<file path="src/sv/upe_pkg.sv">
// upe_pkg: shared types, character constants and the hex digit function
// for the url percent encoder. Used by every module of the block; has no
// dependencies of its own.
package upe_pkg;

    // default depth of the queue between front and back
    localparam int QUEUE_DEPTH = 4;

    // byte codes that the classifier looks for
    localparam logic [7:0] CH_DASH      = 8'h2D;
    localparam logic [7:0] CH_UNDER     = 8'h5F;
    localparam logic [7:0] CH_DOT       = 8'h2E;
    localparam logic [7:0] CH_SPACE     = 8'h20;
    localparam logic [7:0] CH_COLON     = 8'h3A;
    localparam logic [7:0] CH_SLASH     = 8'h2F;
    localparam logic [7:0] CH_BACKSLASH = 8'h5C;
    localparam logic [7:0] CH_PLUS      = 8'h2B;
    localparam logic [7:0] CH_PERCENT   = 8'h25;
    localparam logic [7:0] CH_DIGIT_0   = 8'h30;
    localparam logic [7:0] CH_DIGIT_9   = 8'h39;
    localparam logic [7:0] CH_UPPER_A   = 8'h41;
    localparam logic [7:0] CH_UPPER_Z   = 8'h5A;
    localparam logic [7:0] CH_LOWER_A   = 8'h61;
    localparam logic [7:0] CH_LOWER_Z   = 8'h7A;

    // one classified byte on its way from front to back
    typedef struct packed {
        logic       esc;   // 1: emit percent and two hex digits
        logic [7:0] code;  // pass character, or the raw byte when escaped
    } entry_t;

    // which character of an item the back end emits next
    typedef enum logic [1:0] {
        PH_FIRST,
        PH_HIGH,
        PH_LOW
    } phase_t;

    // upper-case ascii hex digit for one nibble
    function automatic logic [6:0] hex_char(input logic [3:0] nib);
        logic [6:0] ext;
        ext = {3'b000, nib};
        if (nib < 4'd10)
            hex_char = CH_DIGIT_0[6:0] + ext;
        else
            hex_char = CH_UPPER_A[6:0] + ext - 7'd10;
    endfunction

endpackage

</file>
<file path="src/sv/upe_front.sv">
// upe_front: holds the mode register, accepts input bytes and classifies
// each one into a pass character or an escape before queueing it.
// Depends on upe_pkg.
module upe_front (
    input  logic             clk,
    input  logic             rst_n,
    // configuration write channel
    input  logic             cfg_valid,
    output logic             cfg_ready,
    input  logic             cfg_data,
    // input byte channel
    input  logic             in_valid,
    output logic             in_stall,
    input  logic [7:0]       in_byte,
    // towards the queue
    input  logic             q_full,
    output logic             q_push,
    output upe_pkg::entry_t  q_entry
);

    logic path_mode_reg;
    logic path_mode_next;
    logic is_digit;
    logic is_upper;
    logic is_lower;
    logic keep_always;

    // mode register, always ready for a transfer
    assign cfg_ready      = 1'b1;
    assign path_mode_next = (cfg_valid && cfg_ready) ? cfg_data : path_mode_reg;

    always_ff @(posedge clk or negedge rst_n)
    begin
        if (!rst_n)
            path_mode_reg <= 1'b0;
        else
            path_mode_reg <= path_mode_next;
    end

    // input transfer whenever the queue has room
    assign in_stall = q_full;
    assign q_push   = in_valid && !q_full;

    // character classes
    assign is_digit = (in_byte >= upe_pkg::CH_DIGIT_0) && (in_byte <= upe_pkg::CH_DIGIT_9);
    assign is_upper = (in_byte >= upe_pkg::CH_UPPER_A) && (in_byte <= upe_pkg::CH_UPPER_Z);
    assign is_lower = (in_byte >= upe_pkg::CH_LOWER_A) && (in_byte <= upe_pkg::CH_LOWER_Z);
    assign keep_always = is_digit || is_upper || is_lower
                      || (in_byte == upe_pkg::CH_DASH)
                      || (in_byte == upe_pkg::CH_UNDER)
                      || (in_byte == upe_pkg::CH_DOT);

    // pick pass character or escape
    always_comb
    begin
        q_entry.esc  = 1'b0;
        q_entry.code = in_byte;
        if (keep_always)
        begin
            q_entry.code = in_byte;
        end
        else if (!path_mode_reg && (in_byte == upe_pkg::CH_SPACE))
        begin
            q_entry.code = upe_pkg::CH_PLUS;
        end
        else if (path_mode_reg && ((in_byte == upe_pkg::CH_COLON)
                                || (in_byte == upe_pkg::CH_SLASH)))
        begin
            q_entry.code = in_byte;
        end
        else if (path_mode_reg && (in_byte == upe_pkg::CH_BACKSLASH))
        begin
            q_entry.code = upe_pkg::CH_SLASH;
        end
        else
        begin
            q_entry.esc = 1'b1;
        end
    end

endmodule

</file>
<file path="src/sv/upe_queue.sv">
// upe_queue: short first-in first-out queue of classified entries between
// the front and the back end. Depends on upe_pkg.
module upe_queue #(
    parameter int DEPTH = upe_pkg::QUEUE_DEPTH
) (
    input  logic             clk,
    input  logic             rst_n,
    input  logic             push,
    input  upe_pkg::entry_t  push_entry,
    output logic             full,
    input  logic             pop,
    output logic             head_valid,
    output upe_pkg::entry_t  head_entry
);

    localparam int PTR_W = (DEPTH > 1) ? $clog2(DEPTH) : 1;
    localparam int CNT_W = $clog2(DEPTH + 1);

    upe_pkg::entry_t  store [DEPTH];
    logic [PTR_W-1:0] wr_ptr_reg;
    logic [PTR_W-1:0] wr_ptr_next;
    logic [PTR_W-1:0] rd_ptr_reg;
    logic [PTR_W-1:0] rd_ptr_next;
    logic [CNT_W-1:0] count_reg;
    logic [CNT_W-1:0] count_next;
    logic             do_push;
    logic             do_pop;

    assign full       = (count_reg == CNT_W'(DEPTH));
    assign head_valid = (count_reg != '0);
    assign head_entry = store[rd_ptr_reg];
    assign do_push    = push && !full;
    assign do_pop     = pop && head_valid;

    // pointer and fill count update
    always_comb
    begin
        wr_ptr_next = wr_ptr_reg;
        rd_ptr_next = rd_ptr_reg;
        count_next  = count_reg;
        if (do_push)
            wr_ptr_next = (wr_ptr_reg == PTR_W'(DEPTH - 1)) ? '0 : wr_ptr_reg + 1'b1;
        if (do_pop)
            rd_ptr_next = (rd_ptr_reg == PTR_W'(DEPTH - 1)) ? '0 : rd_ptr_reg + 1'b1;
        if (do_push && !do_pop)
            count_next = count_reg + 1'b1;
        else if (do_pop && !do_push)
            count_next = count_reg - 1'b1;
    end

    always_ff @(posedge clk or negedge rst_n)
    begin
        if (!rst_n)
        begin
            wr_ptr_reg <= '0;
            rd_ptr_reg <= '0;
            count_reg  <= '0;
        end
        else
        begin
            wr_ptr_reg <= wr_ptr_next;
            rd_ptr_reg <= rd_ptr_next;
            count_reg  <= count_next;
        end
    end

    // entry storage
    always_ff @(posedge clk)
    begin
        if (do_push)
            store[wr_ptr_reg] <= push_entry;
    end

endmodule

</file>
<file path="src/sv/upe_back.sv">
// upe_back: takes classified queue entries and emits one output character
// per cycle into an output register while out_stall is low. Depends on upe_pkg.
module upe_back (
    input  logic             clk,
    input  logic             rst_n,
    // from the queue
    input  logic             head_valid,
    input  upe_pkg::entry_t  head_entry,
    output logic             pop,
    // output character channel
    output logic             out_valid,
    input  logic             out_stall,
    output logic [6:0]       out_char,
    output logic             last
);

    upe_pkg::phase_t phase_reg;
    upe_pkg::phase_t phase_next;
    logic            out_valid_reg;
    logic            out_valid_next;
    logic [6:0]      out_char_reg;
    logic [6:0]      out_char_next;
    logic            last_reg;
    logic            last_next;
    logic            load;
    logic            advance;
    logic [6:0]      sel_char;
    logic            sel_last;

    // output register is free when empty or being transferred
    assign load    = !out_valid_reg || !out_stall;
    assign advance = load && head_valid;

    // next phase
    always_comb
    begin
        phase_next = phase_reg;
        unique case (phase_reg)
            upe_pkg::PH_FIRST:
                if (advance && head_entry.esc)
                    phase_next = upe_pkg::PH_HIGH;
            upe_pkg::PH_HIGH:
                if (advance)
                    phase_next = upe_pkg::PH_LOW;
            upe_pkg::PH_LOW:
                if (advance)
                    phase_next = upe_pkg::PH_FIRST;
            default:
                phase_next = upe_pkg::PH_FIRST;
        endcase
    end

    // character selection and queue pop
    always_comb
    begin
        sel_char = head_entry.code[6:0];
        sel_last = 1'b1;
        pop      = 1'b0;
        unique case (phase_reg)
            upe_pkg::PH_FIRST:
            begin
                if (head_entry.esc)
                begin
                    sel_char = upe_pkg::CH_PERCENT[6:0];
                    sel_last = 1'b0;
                end
                else
                begin
                    pop = advance;
                end
            end
            upe_pkg::PH_HIGH:
            begin
                sel_char = upe_pkg::hex_char(head_entry.code[7:4]);
                sel_last = 1'b0;
            end
            upe_pkg::PH_LOW:
            begin
                sel_char = upe_pkg::hex_char(head_entry.code[3:0]);
                pop      = advance;
            end
            default:
            begin
                sel_char = head_entry.code[6:0];
                sel_last = 1'b1;
            end
        endcase
    end

    // output register
    always_comb
    begin
        out_valid_next = out_valid_reg;
        out_char_next  = out_char_reg;
        last_next      = last_reg;
        if (load)
            out_valid_next = head_valid;
        if (advance)
        begin
            out_char_next = sel_char;
            last_next     = sel_last;
        end
    end

    always_ff @(posedge clk or negedge rst_n)
    begin
        if (!rst_n)
        begin
            phase_reg     <= upe_pkg::PH_FIRST;
            out_valid_reg <= 1'b0;
        end
        else
        begin
            phase_reg     <= phase_next;
            out_valid_reg <= out_valid_next;
        end
    end

    always_ff @(posedge clk)
    begin
        out_char_reg <= out_char_next;
        last_reg     <= last_next;
    end

    assign out_valid = out_valid_reg;
    assign out_char  = out_char_reg;
    assign last      = last_reg;

endmodule

</file>
<file path="src/sv/url_percent_encoder_top.sv">
// url_percent_encoder_top: url percent encoder, one byte in, one to three
// ascii characters out. Instantiates upe_front, upe_queue and upe_back;
// depends on upe_pkg.
//
//  channel | signals                        | direction | transfer when
//  --------+--------------------------------+-----------+----------------------
//  config  | cfg_valid cfg_ready cfg_data   | in        | cfg_valid & cfg_ready
//  input   | in_valid in_stall in_byte      | in        | in_valid & !in_stall
//  output  | out_valid out_stall out_char   | out       | out_valid & !out_stall
//          | last                           |           |
//
// A passed byte yields one character, an escaped byte three, one per cycle
// from the back end while out_stall is low. Input bytes are taken every
// cycle while the queue of QUEUE_DEPTH entries has room. An input byte
// reaches the output through the queue write, then the output register.
// Reset clears the mode to normal, empties the queue and the output
// register. out_stall holds the output register and, once the queue
// fills, raises in_stall.
module url_percent_encoder_top #(
    parameter int QUEUE_DEPTH = upe_pkg::QUEUE_DEPTH
) (
    input  logic       clk,
    input  logic       rst_n,
    input  logic       cfg_valid,
    output logic       cfg_ready,
    input  logic       cfg_data,
    input  logic       in_valid,
    output logic       in_stall,
    input  logic [7:0] in_byte,
    output logic       out_valid,
    input  logic       out_stall,
    output logic [6:0] out_char,
    output logic       last
);

    upe_pkg::entry_t push_entry;
    upe_pkg::entry_t head_entry;
    logic            push;
    logic            full;
    logic            pop;
    logic            head_valid;

    // classify and accept
    upe_front u_front (
        .clk       (clk),
        .rst_n     (rst_n),
        .cfg_valid (cfg_valid),
        .cfg_ready (cfg_ready),
        .cfg_data  (cfg_data),
        .in_valid  (in_valid),
        .in_stall  (in_stall),
        .in_byte   (in_byte),
        .q_full    (full),
        .q_push    (push),
        .q_entry   (push_entry)
    );

    // decoupling queue
    upe_queue #(
        .DEPTH (QUEUE_DEPTH)
    ) u_queue (
        .clk        (clk),
        .rst_n      (rst_n),
        .push       (push),
        .push_entry (push_entry),
        .full       (full),
        .pop        (pop),
        .head_valid (head_valid),
        .head_entry (head_entry)
    );

    // character emission
    upe_back u_back (
        .clk        (clk),
        .rst_n      (rst_n),
        .head_valid (head_valid),
        .head_entry (head_entry),
        .pop        (pop),
        .out_valid  (out_valid),
        .out_stall  (out_stall),
        .out_char   (out_char),
        .last       (last)
    );

endmodule
</file>
<file path="config.mk">
export PLATFORM = sky130hd
export DESIGN_NAME = url_percent_encoder_top
export DESIGN_NICKNAME = d
export VERILOG_FILES = /design/src/sv/upe_pkg.sv /design/src/sv/upe_front.sv /design/src/sv/upe_queue.sv /design/src/sv/upe_back.sv /design/src/sv/url_percent_encoder_top.sv
export SDC_FILE = /design/constraint.sdc
export NUM_CORES = 1
export LEC_CHECK = 0
export BUFFER_PORTS_ARGS = -buffer_cell sky130_fd_sc_hd__buf_4
export CAP_MARGIN = 5
export CORE_MARGIN = 10
export CORE_UTILIZATION = 53
export DETAILED_ROUTE_END_ITERATION = 6
export HOLD_SLACK_MARGIN = 0.05
export PLACE_DENSITY = 0.78
export SETUP_SLACK_MARGIN = 0.15
export SLEW_MARGIN = 0
export SYNTH_ARGS = -nofsm -noshare
export SYNTH_HDL_FRONTEND = slang
export SYNTH_SLANG_ARGS = --single-unit
</file>
<file path="constraint.sdc">
create_clock -name clk -period 2.25 [get_ports clk]
set_input_delay 0.45 -clock clk [delete_from_list [all_inputs] [get_ports clk]]
set_output_delay 0.45 -clock clk [all_outputs]
set_load 0.02 [all_outputs]
</file>
==> out/qor.yml, run 1 <==
outcome:
  outcome: "finished, violations left"
  failed_checks: "negative setup slack"
synthesis:
  synth_seq_cells: 55
  netlist.area_leader.share_pct: 48.9
  synth_flop_cell: "edfxtp_1"
  mappedNetlistArea_mm2: 0.00270
  synth_cells: 202
  synth_top_cells_by_count: "44 x edfxtp_1, 12 x o21ai_0, 11 x dfrtp_1, 11 x inv_1, 11 x nand2_1"
  netlist_top_cells_area: "edfxtp_1 49%, dfrtp_1 10%, mux4_2 5.8%, ha_1 3.7%, o21ai_0 2.2%"
  synth_seq_area_share_pct: 59.1
  synth_largest_area_cell: "edfxtp_1"
  synth_enable_flop_cells: 44
  synth_async_sr_flop_share_pct: 20.0
  synthesis.area_per_instance_um2: 13.4
  net_count_synth: 225
  yosys_warning_total: 0
  synth.most_common_cell: "edfxtp_1"
  synth_cell_types: 50
routing:
  detailedRoute.firstIterationViolations: 143
  dr_total_vias: 1850
  routedWlPerCell_um: 18.2
  vias_per_cell: 5.75
  drc: 0
  detailedRoute.firstPassIterationCount: 4
  route.antenna.remaining_nets: 0
  drt-total-wl_um: 5870
cells_and_area:
  design.final.nets: 277
  fillers: 328
  final_cells: 322
  largest_reg_flops: 36
  num_antenna_cells: 0
  drive_above_1_share_pct: 39.2
  finalInstanceArea_mm2: 0.00343
  syn_to_final_growth_pct: 26.8
  final_core_util_pct: 71.1
hold_path:
  timing.hold.worst.class: "in2reg"
  hold_endpoint: "u_queue.store[1][7]$_DFFE_PP_"
  min_delay_path_depth: 1
  hold_start: "in_byte[7]"
sta:
  worst_clock_skew_ns: 0.0114
  setup_slack_ns: -0.109
  setup_repair_after_global_routing_missed_its_margin: "true"
  timing.slew.headroom_pct: 58.7
  achievable-frequency_mhz: 424
  min_period_over_period_pct: 105
  final-setup-viol-count: 2
  final-max-slew-violation-count: 0
  worst_slew_pin_slew_ns: 0.615
  timing.final.hold_violations: 0
  period_minus_slack_ns: 2.36
die:
  die_area_mm2: 0.00836
  floorplan.initialDensity_pct: 56.1
  core_region_area_mm2: 0.00482
  chipWidth_um: 91.4
  fp-row-count: 25
  ios: 25
  die_height_um: 91.4
placement:
  port_buffers: 23
  dp_hpwl_um: 3500
  placedInstanceArea_mm2: 0.00302
  globalplace.congestion: 0.797
  place_inst: 297
  place_ws_ns: -0.0616
critical_path:
  regToRegStartpoint: "u_queue.rd_ptr_reg[0]$_DFFE_PN0P_"
  worst-path-max-fanout: 2
  setup.worst_path.end_class: "flip-flop"
  worst-r2r-setup-slack_ns: -0.11
  setup.worst_path.start_class: "flip-flop"
  critical_path_arrival_ns: 2.56
  worstReg2RegEnd: "u_queue.count_reg[1]$_DFFE_PN0P_"
  worstRegToRegCells: 8
  setup.worst_path.class: "reg2reg"
  worstPathRequired_ns: 2.45
clock_network:
  tritoncts_num_sinks: 55
  ctsRootBufferMaster: "clkbuf_8"
  cts-root-to-sink-buffers: 2
  clk_pin_slew_worst_paths_ns: 0.11
  clock_latency_ns: 0.31
  h-tree-depth: 2
  number_of_buffers_created_by_cts: 5
  cts_tree: "yes"
power:
  irDropWorstVdd_mv: 0.587
  power_per_standard_cell_area_mw_per_mm2: 1450
  leakage_uw: 0.00132
global_routing:
  groute.usage.overall_pct: 12.8
  globalRouteOverflowTotal: 0
  grt_start_max_net_pins: 19
  antenna_violations_before_repair: 0
  first_global_vias: 1791
  grt_first_pass_wirelength_um: 8720
run:
  drv_cap: 0
==> power breakdown <==
group	leakage, uW	total (uW)	internal (uW)	switching (uW)
combinational	0.000734	2790	1380	1410
sequential	0.000536	1610	1460	151
clock	0.0000485	553	224	329
total	0.00132	4960	3070	1890
==> worst max path at each step <==
stage | depth (start not counted) | startpoint | to | slack [ns]
6_report | 8 | u_queue.rd_ptr_reg[0]$_DFFE_PN0P_ | u_queue.count_reg[1]$_DFFE_PN0P_ | -0.11
5_1_grt | 8 | u_queue.rd_ptr_reg[0]$_DFFE_PN0P_ | u_queue.count_reg[1]$_DFFE_PN0P_ | -0.16
3_5_place_dp | 8 | u_queue.rd_ptr_reg[0]$_DFFE_PN0P_ | u_queue.count_reg[1]$_DFFE_PN0P_ | -0.06
2_1_floorplan | 8 | u_queue.rd_ptr_reg[0]$_DFFE_PN0P_ | u_queue.count_reg[1]$_DFFE_PN0P_ | -0.13
3_3_place_gp | 8 | u_queue.rd_ptr_reg[0]$_DFFE_PN0P_ | u_queue.count_reg[1]$_DFFE_PN0P_ | 0.004
4_1_cts | 8 | u_queue.rd_ptr_reg[0]$_DFFE_PN0P_ | u_queue.count_reg[1]$_DFFE_PN0P_ | -0.005
==> final cells by class <==
| class | count | area, um^2 | share of cell area (%) |
|---|---|---|---|
| Inverter | 11 | 43.8 | 1.28 |
| Multi-Input combinational cell | 128 | 1130 | 33.0 |
| Tap cell | 67 | 83.8 | 2.45 |
| Clock buffer | 5 | 68.8 | 2.01 |
| Timing Repair Buffer | 53 | 478 | 13.9 |
| Clock inverter | 3 | 22.5 | 0.657 |
| Sequential cell | 55 | 1600 | 46.6 |
==> placed cells by master (no fill, tap or decap), types with 7 or more instances in the layout <==
cell / n
edfxtp_1: 44
buf_4: 38
buf_6: 12
nand2_1: 11
nor2_1: 10
dfrtp_1: 10
nor2b_1: 9
a21oi_1: 9
mux4_2: 9
o21ai_0: 9
inv_1: 7
==> worst max-delay path, cell delays in order, from the launching register on <==
cell	delay (ns)
dfrtp_1	0.41
mux4_2	0.53
and2_4	0.17
nor3_4	0.14
inv_1	0.08
ha_2	0.20
inv_2	0.05
fa_1	0.40
mux2_4	0.27
==> kinds of logic (layout without fill, tap and decap cells) <==
kind of cell    Yosys count  in the layout  synth area share [%]
compound gates           40             40                  9.68
xor+xnor                  4              4                  1.30
fa+ha+maj                 9              9                  4.44
buf+inv                  19             72                  3.19
flops                    55             55                  59.1
mux                      14             14                  9.81
other cells               1              1                 0.139
simple gates             60             60                  12.4
==> metrics by stage <==
stage | total power, uW | hold slack (ns) | setup TNS (ns)
finish | 4960 | 0.360 | -0.110
floorplan | 3010 | 0.154 | -0.134
CTS | 4450 | 0.362 | -0.00540
global route | 5250 | 0.349 | -0.454
global placement | 3550 | 0.295 | 0
detailed placement | 3610 | 0.295 | -0.0616
==> metal layers <==
layer  vias to the layer above  GRT usage [%]  share of wire [%]
li1                        857              -                  -
met1                       924           14.7                 40
met2                        61           21.9                 53
met3                         8           4.53                5.3
met4                         0           4.05                1.7
met5                         -              0                  0
==> repair_timing <==
| action | CTS | global route |
|---|---|---|
| setup buffers | 8 | 7 |
| hold buffers | 1 | 0 |
| resized for setup | 15 | 28 |
| cloned | 1 | 0 |
| hold endpoints to repair | 11 | 0 |
| setup endpoints to repair | 7 | 10 |
| pin swaps | 2 | 8 |
Note: power is estimated with default switching activity, not from simulation.
==> run 2, diff against run 1 <==
==> constraint.sdc (replaced) <==
create_clock -name clk -period 2.25 [get_ports clk]
set_input_delay 0 -clock clk [delete_from_list [all_inputs] [get_ports clk]]
set_output_delay 0 -clock clk [all_outputs]
set_load 0.02 [all_outputs]
==> run 2 against run 1 <==
Via count decreased by 4.8%. Global-route usage fell by 0.79 points. Critical path depth unchanged. Clock skew rose by 0.0011 ns. Largest cell class unchanged. Highest routed layer unchanged. Sequential cell count stayed put. Core utilization fell by 1.2 points. Die area unchanged. Register-to-register slack improved by 0.07 ns. Count of clock-buffer cells in the layout grew 1. The flow still finishes with violations (negative setup slack).
==> out/qor.yml, run 2 (same netlist as run 1, synthesis figures left out) <==
outcome:
  outcome: "finished, violations left"  # unchanged
  failed_checks: "negative setup slack"  # unchanged
routing:
  detailedRoute.firstIterationViolations: 96  # was 143
  drc: 0  # unchanged
  detailedRoute.firstPassIterationCount: 4  # unchanged
  vias_per_cell: 5.44  # was 5.75
  routedWlPerCell_um: 15.9  # was 18.2 um
  route.antenna.remaining_nets: 0  # unchanged
  drt-total-wl_um: 5160  # was 5870 um
  dr_total_vias: 1762  # was 1850
critical_path:
  setup.worst_path.start_class: "flip-flop"  # unchanged
  worst-path-max-fanout: 2  # unchanged
  max_stage_delay_ns: 0.53  # about the same
  critical_path.cell_chain: "mux4_2, and2_4, nor3_4, inv_1, ha_2, inv_2, fa_1, mux2_2"  # was mux4_2, and2_4, nor3_4, inv_1, ha_2, inv_2, fa_1, mux2_4
  crit_slowest_cell: "mux4_2"  # unchanged
  setup.worst_path.end_class: "flip-flop"  # unchanged
  setup.worst_path.class: "reg2reg"  # unchanged
  critical_path.n_buffers_inverters: 2  # unchanged
  worstPathRequired_ns: 2.45  # about the same
  critical_path_arrival_ns: 2.49  # was 2.56 ns
  cp_top_family: "multiplexers"  # unchanged
clock_network:
  clock_latency_ns: 0.31  # about the same
  cts-root-to-sink-buffers: 2  # unchanged
  cts_tree: "yes"  # unchanged
  tritoncts_num_sinks: 55  # unchanged
  h-tree-depth: 2  # unchanged
  ctsRootBufferMaster: "clkbuf_8"  # unchanged
  clk_pin_slew_worst_paths_ns: 0.09  # was 0.11 ns
  number_of_buffers_created_by_cts: 5  # unchanged
global_routing:
  grt_start_max_net_pins: 17  # was 19
  first_global_vias: 1688  # was 1791
  grt_first_pass_wirelength_um: 8240  # was 8720 um
  groute.usage.overall_pct: 12.1  # was 12.8%
  globalRouteOverflowTotal: 0  # unchanged
  antenna_violations_before_repair: 0  # unchanged
sta:
  setup_slack_ns: -0.0378  # was -0.109 ns
  timing.slew.headroom_pct: 64.6  # was 58.7%
  min_period_over_period_pct: 102  # was 105%
  worst_clock_skew_ns: 0.0125  # was 0.0114 ns
  setup_repair_after_global_routing_missed_its_margin: "true"  # unchanged
  period_minus_slack_ns: 2.29  # was 2.36 ns
  final-setup-viol-count: 1  # was 2
  whs_ns: 0.0577  # was 0.360 ns
  timing.final.hold_violations: 0  # unchanged
  fin_tns_setup_ns: -0.0378  # was -0.110 ns
  worst_slew_pin_slew_ns: 0.526  # was 0.615 ns
  final-max-slew-violation-count: 0  # unchanged
  achievable-frequency_mhz: 437  # was 424 MHz
power:
  sw_frac_of_total_pct: 35.7  # was 38.1%
  leakage_uw: 0.00128  # was 0.00132 uW
  power_frac_clock_pct: 14.1  # was 11.2%
  power.combinational.fraction_pct: 51.6  # was 56.3%
  power_switching_uw: 1660  # was 1890 uW
  internal-power_uw: 2990  # was 3070 uW
  irDropWorstVdd_mv: 0.635  # was 0.587 mV
  seq_power_share_pct: 34.3  # was 32.5%
  power_per_standard_cell_area_mw_per_mm2: 1380  # was 1450 mW/mm^2
hold_path:
  timing.hold.worst.class: "in2async"  # was in2reg
cells_and_area:
  seqCellArea_mm2: 0.00160  # about the same
  drive_above_1_share_pct: 34.6  # was 39.2%
  design.final.nets: 279  # was 277
  layout_commonest_cell: "edfxtp_1"  # unchanged
  multiInputGateArea_mm2: 0.00107  # was 0.00113 mm^2
  fillers: 337  # was 328
  final_cell_mix: "44 x edfxtp_1, 43 x buf_4, 11 x nand2_1, 11 x dfrtp_1, 10 x nor2_1"  # was 44 x edfxtp_1, 38 x buf_4, 12 x buf_6
  num_antenna_cells: 0  # unchanged
  largest_reg_flops: 36  # unchanged
  syn_to_final_growth_pct: 24.6  # was 26.8%
placement:
  place_ws_ns: -0.0681  # was -0.0616 ns
  globalplace.congestion: 0.800  # was 0.797
  port_buffers: 23  # unchanged
  dp_hpwl_um: 3430  # was 3500 um
die:
  floorplan.initialDensity_pct: 56.1  # unchanged
  die_height_um: 91.4  # unchanged
  fp-row-count: 25  # unchanged
  core_region_area_mm2: 0.00482  # unchanged
  ios: 25  # unchanged
  die_area_mm2: 0.00836  # unchanged
  chipWidth_um: 91.4  # unchanged
run:
  drv_cap: 0  # unchanged
==> run 2: changes by cell type in the layout (fill, tap and decap cells not counted), moves of 3 or more <==
cell           before  now
mux2_4              3    0
dlygate4sd3_1       1    9
buf_4              38   43
mux2_2              1    4
buf_6              12    2
==> run 2: worst paths after layout <==
check                                                  startpoint                                end  slack (ns)  cells after the start
worst min register to register   u_queue.count_reg[2]$_DFFE_PN0P_   u_queue.count_reg[2]$_DFFE_PN0P_        0.51                      1
worst min-delay path                                        rst_n   u_queue.count_reg[2]$_DFFE_PN0P_        0.06                      2
min in group clk                                       in_byte[0]      u_queue.store[0][0]$_DFFE_PP_        0.06                      2
worst max-delay path            u_queue.rd_ptr_reg[0]$_DFFE_PN0P_   u_queue.count_reg[1]$_DFFE_PN0P_       -0.04                      8
max in group asynchronous                                   rst_n  u_queue.rd_ptr_reg[0]$_DFFE_PN0P_        2.04                      2
worst max register to register  u_queue.rd_ptr_reg[0]$_DFFE_PN0P_   u_queue.count_reg[1]$_DFFE_PN0P_       -0.04                      8
==> run 2: power by group through the flow <==
stage / clock (uW) / sequential, uW / combinational [uW]
2_1_floorplan: 0 / 1700 / 1310
5_1_grt: 719 / 1620 / 2620
6_report: 657 / 1590 / 2400
3_3_place_gp: 0 / 1600 / 1950
3_5_place_dp: 0 / 1620 / 1980
4_1_cts: 673 / 1590 / 2220
==> run 2: per-layer routing <==
| layer | up-vias | global-route usage, % | part of all wire (%) |
|---|---|---|---|
| li1 | 859 | - | - |
| met1 | 845 | 14.1 | 42 |
| met2 | 50 | 20.2 | 51 |
| met3 | 8 | 4.20 | 5.9 |
| met4 | 0 | 3.92 | 1.4 |
| met5 | - | 0 | 0 |
==> run 2: area by class of cell <==
cell class                 count  share of cell area [%]
sequential                    55                    47.4
clock buffer                   6                    2.45
clock inverter                 2                    1.04
timing repair buffer          55                    13.5
inverter                      11                    1.23
tap                           67                    2.49
multi-input combinational    128                    31.9
==> run 2: through the flow <==
stage	total power (uW)	cells	util, %	area (um^2)
final	4650	324	69.9	3370
after global routing	4960	324	69.9	3370
after CTS	4490	321	68.7	3310
after detailed placement	3600	296	62.6	3020
after global placement	3550	296	62.6	3020
after floorplan	3010	202	-	2710
==> run 2: repair_timing <==
action	4_1_cts	5_1_grt
endpoints found under the hold margin	31	0
setup buffers	8	3
pin swaps	4	8
setup endpoints to repair	7	8
gates resized for setup	13	9
hold buffers	9	0
==> run 3, diff against run 2 <==
--- a/config.mk
+++ b/config.mk
@@ -8,7 +8,7 @@
 export BUFFER_PORTS_ARGS = -buffer_cell sky130_fd_sc_hd__buf_4
 export CAP_MARGIN = 5
 export CORE_MARGIN = 10
-export CORE_UTILIZATION = 53
+export CORE_UTILIZATION = 55
 export DETAILED_ROUTE_END_ITERATION = 6
 export HOLD_SLACK_MARGIN = 0.05
 export PLACE_DENSITY = 0.78
==> constraint.sdc (replaced) <==
create_clock -name clk -period 2.45 [get_ports clk]
set_input_delay 0 -clock clk [delete_from_list [all_inputs] [get_ports clk]]
set_output_delay 0 -clock clk [all_outputs]
set_load 0.02 [all_outputs]
==> run 3 against run 2 <==
The flow now finishes without violations. Via count decreased by 4.0%. Design area is 6.2% lower. Non-clock buffer count decreased by 16. Critical path type unchanged. Critical path depth unchanged.
==> out/qor.yml, run 3 (same netlist as run 1, synthesis figures left out) <==
outcome:
  outcome: "finished clean"  # was finished, violations left
routing:
  route.antenna.remaining_nets: 0  # unchanged
  drt-total-wl_um: 4750  # was 5160 um
  vias_per_cell: 5.49  # was 5.44
  detailedRoute.firstIterationViolations: 55  # was 96
  dr_total_vias: 1692  # was 1762
  detailedRoute.firstPassIterationCount: 4  # unchanged
  routedWlPerCell_um: 15.4  # was 15.9 um
  drc: 0  # unchanged
clock_network:
  clock_latency_ns: 0.30  # was 0.31 ns
  cts-root-to-sink-buffers: 2  # unchanged
  clk_pin_slew_worst_paths_ns: 0.09  # about the same
  tritoncts_num_sinks: 55  # unchanged
  h-tree-depth: 2  # unchanged
  ctsRootBufferMaster: "clkbuf_8"  # unchanged
  number_of_buffers_created_by_cts: 5  # unchanged
  cts_tree: "yes"  # unchanged
power:
  sw_frac_of_total_pct: 36.7  # was 35.7%
  leakage_uw: 0.00120  # was 0.00128 uW
  irDropWorstVdd_mv: 0.490  # was 0.635 mV
  p_total_uw: 3770  # was 4650 uW
  power.combinational.fraction_pct: 47.2  # was 51.6%
  power_per_standard_cell_area_mw_per_mm2: 1190  # was 1380 mW/mm^2
  seq_power_share_pct: 39.2  # was 34.3%
  internal-power_uw: 2390  # was 2990 uW
  power_frac_clock_pct: 13.6  # was 14.1%
  power_switching_uw: 1380  # was 1660 uW
critical_path:
  crit_slowest_cell: "mux4_2"  # unchanged
  critical_path.n_buffers_inverters: 2  # unchanged
  critical_path.cell_chain: "mux4_2, and2_4, nor3_4, inv_1, ha_2, inv_2, fa_1, mux2_2"  # unchanged
  worst-path-max-fanout: 2  # unchanged
  setup.worst_path.end_class: "flip-flop"  # unchanged
  critical_path_arrival_ns: 2.47  # was 2.49 ns
  setup.worst_path.class: "reg2reg"  # unchanged
  max_stage_delay_ns: 0.52  # was 0.53 ns
  worstPathRequired_ns: 2.64  # was 2.45 ns
  cp_top_family: "multiplexers"  # unchanged
  setup.worst_path.start_class: "flip-flop"  # unchanged
die:
  fp-row-count: 25  # unchanged
  die_area_mm2: 0.00812  # was 0.00836 mm^2
  chipWidth_um: 90.1  # was 91.4 um
  die_height_um: 90.1  # was 91.4 um
  ios: 25  # unchanged
  floorplan.initialDensity_pct: 56.8  # was 56.1%
  core_region_area_mm2: 0.00475  # was 0.00482 mm^2
placement:
  globalplace.congestion: 0.789  # was 0.800
  dp_hpwl_um: 3400  # was 3430 um
  port_buffers: 23  # unchanged
  place_ws_ns: 0.120  # was -0.0681 ns
  place_inst: 291  # was 296
global_routing:
  groute.usage.overall_pct: 12.0  # was 12.1%
  grt_start_max_net_pins: 18  # was 17
  first_global_vias: 1708  # was 1688
  antenna_violations_before_repair: 0  # unchanged
  globalRouteOverflowTotal: 0  # unchanged
  grt_first_pass_wirelength_um: 8220  # was 8240 um
cells_and_area:
  final_cells: 308  # was 324
  design.final.nets: 263  # was 279
  final_core_util_pct: 66.5  # was 69.9%
  num_antenna_cells: 0  # unchanged
  syn_to_final_growth_pct: 16.9  # was 24.6%
  fillers: 357  # was 337
  largest_reg_flops: 36  # unchanged
  layout_commonest_cell: "edfxtp_1"  # unchanged
  final_cell_mix: "44 x edfxtp_1, 30 x buf_4, 12 x o21ai_0"  # was 44 x edfxtp_1, 43 x buf_4, 11 x nand2_1, 11 x dfrtp_1, 10 x nor2_1
  drive_above_1_share_pct: 26.6  # was 34.6%
sta:
  final-setup-viol-count: 0  # was 1
  period_minus_slack_ns: 2.28  # was 2.29 ns
  timing.final.hold_violations: 0  # unchanged
  final-max-slew-violation-count: 0  # unchanged
  worst_clock_skew_ns: 0.0113  # was 0.0125 ns
  setup_repair_after_global_routing_missed_its_margin: "true"  # unchanged
  fin_tns_setup_ns: 0  # was -0.0378 ns
  achievable-frequency_mhz: 439  # was 437 MHz
  min_period_over_period_pct: 93.0  # was 102%
  setup_slack_ns: 0.171  # was -0.0378 ns
run:
  drv_cap: 0  # unchanged
hold_path:
  timing.hold.worst.class: "in2async"  # unchanged
[run 3: cell count changes in the layout (fill, tap and decap cells not counted), moves of 2 or more]
cell,change
inv_1,+3
o21ai_1,-3
ha_1,+2
ha_4,-2
o21ai_0,+3
buf_4,-13
inv_2,-3
[run 3: timing repair]
item,in CTS,in global routing
setup buffers,1,0
pin swaps,1,0
hold buffers,8,0
setup endpoints to repair,1,4
hold endpoints to repair,29,0
gates resized for setup,0,2
[run 3: routing by layer]
metal  vias up  share of wire (%)  track usage (%)
li1        827                  -                -
met1       816                 45             15.1
met2        47                 49             19.4
met3         2                4.8             3.33
met4         0               0.76             4.24
met5         -                  0                0
[run 3: final cells by class]
type	instances	area (um^2)	area share (%)
tap	67	83.8	2.65
clock inverter	1	8.76	0.277
inverter	11	41.3	1.31
clock buffer	7	86.3	2.73
timing repair buffer	39	317	10.0
multi-input combinational	128	1030	32.5
sequential	55	1600	50.5
[run 3: worst paths after layout]
path                       slack, ns  depth (start not counted)                         startpoint                                end
hold reg to reg                 0.51                          1   u_queue.count_reg[2]$_DFFE_PN0P_   u_queue.count_reg[2]$_DFFE_PN0P_
min in group clk                0.07                          2                         in_byte[3]      u_queue.store[3][3]$_DFFE_PP_
max in group asynchronous       2.24                          2                              rst_n   u_queue.count_reg[0]$_DFFE_PN0P_
setup reg to reg                0.17                          8  u_queue.rd_ptr_reg[0]$_DFFE_PN0P_   u_queue.count_reg[1]$_DFFE_PN0P_
setup / recovery                0.17                          8  u_queue.rd_ptr_reg[0]$_DFFE_PN0P_   u_queue.count_reg[1]$_DFFE_PN0P_
hold / removal                  0.06                          2                              rst_n  u_queue.rd_ptr_reg[1]$_DFFE_PN0P_
[run 3: power groups by stage]
stage	logic, uW	clock network [uW]	registers, uW
global placement	1720	0	1490
global route	1980	569	1510
detailed placement	1760	0	1500
finish	1780	514	1480
CTS	1780	526	1480
floorplan	1210	0	1560
[run 3: per-stage QoR]
stage               cell area [um^2]  hold slack, ns
floorplan                       2710          -0.296
global placement                2980          -0.156
detailed placement              2980          -0.154
CTS                             3160          0.0561
global route                    3160          0.0670
finish                          3160          0.0614
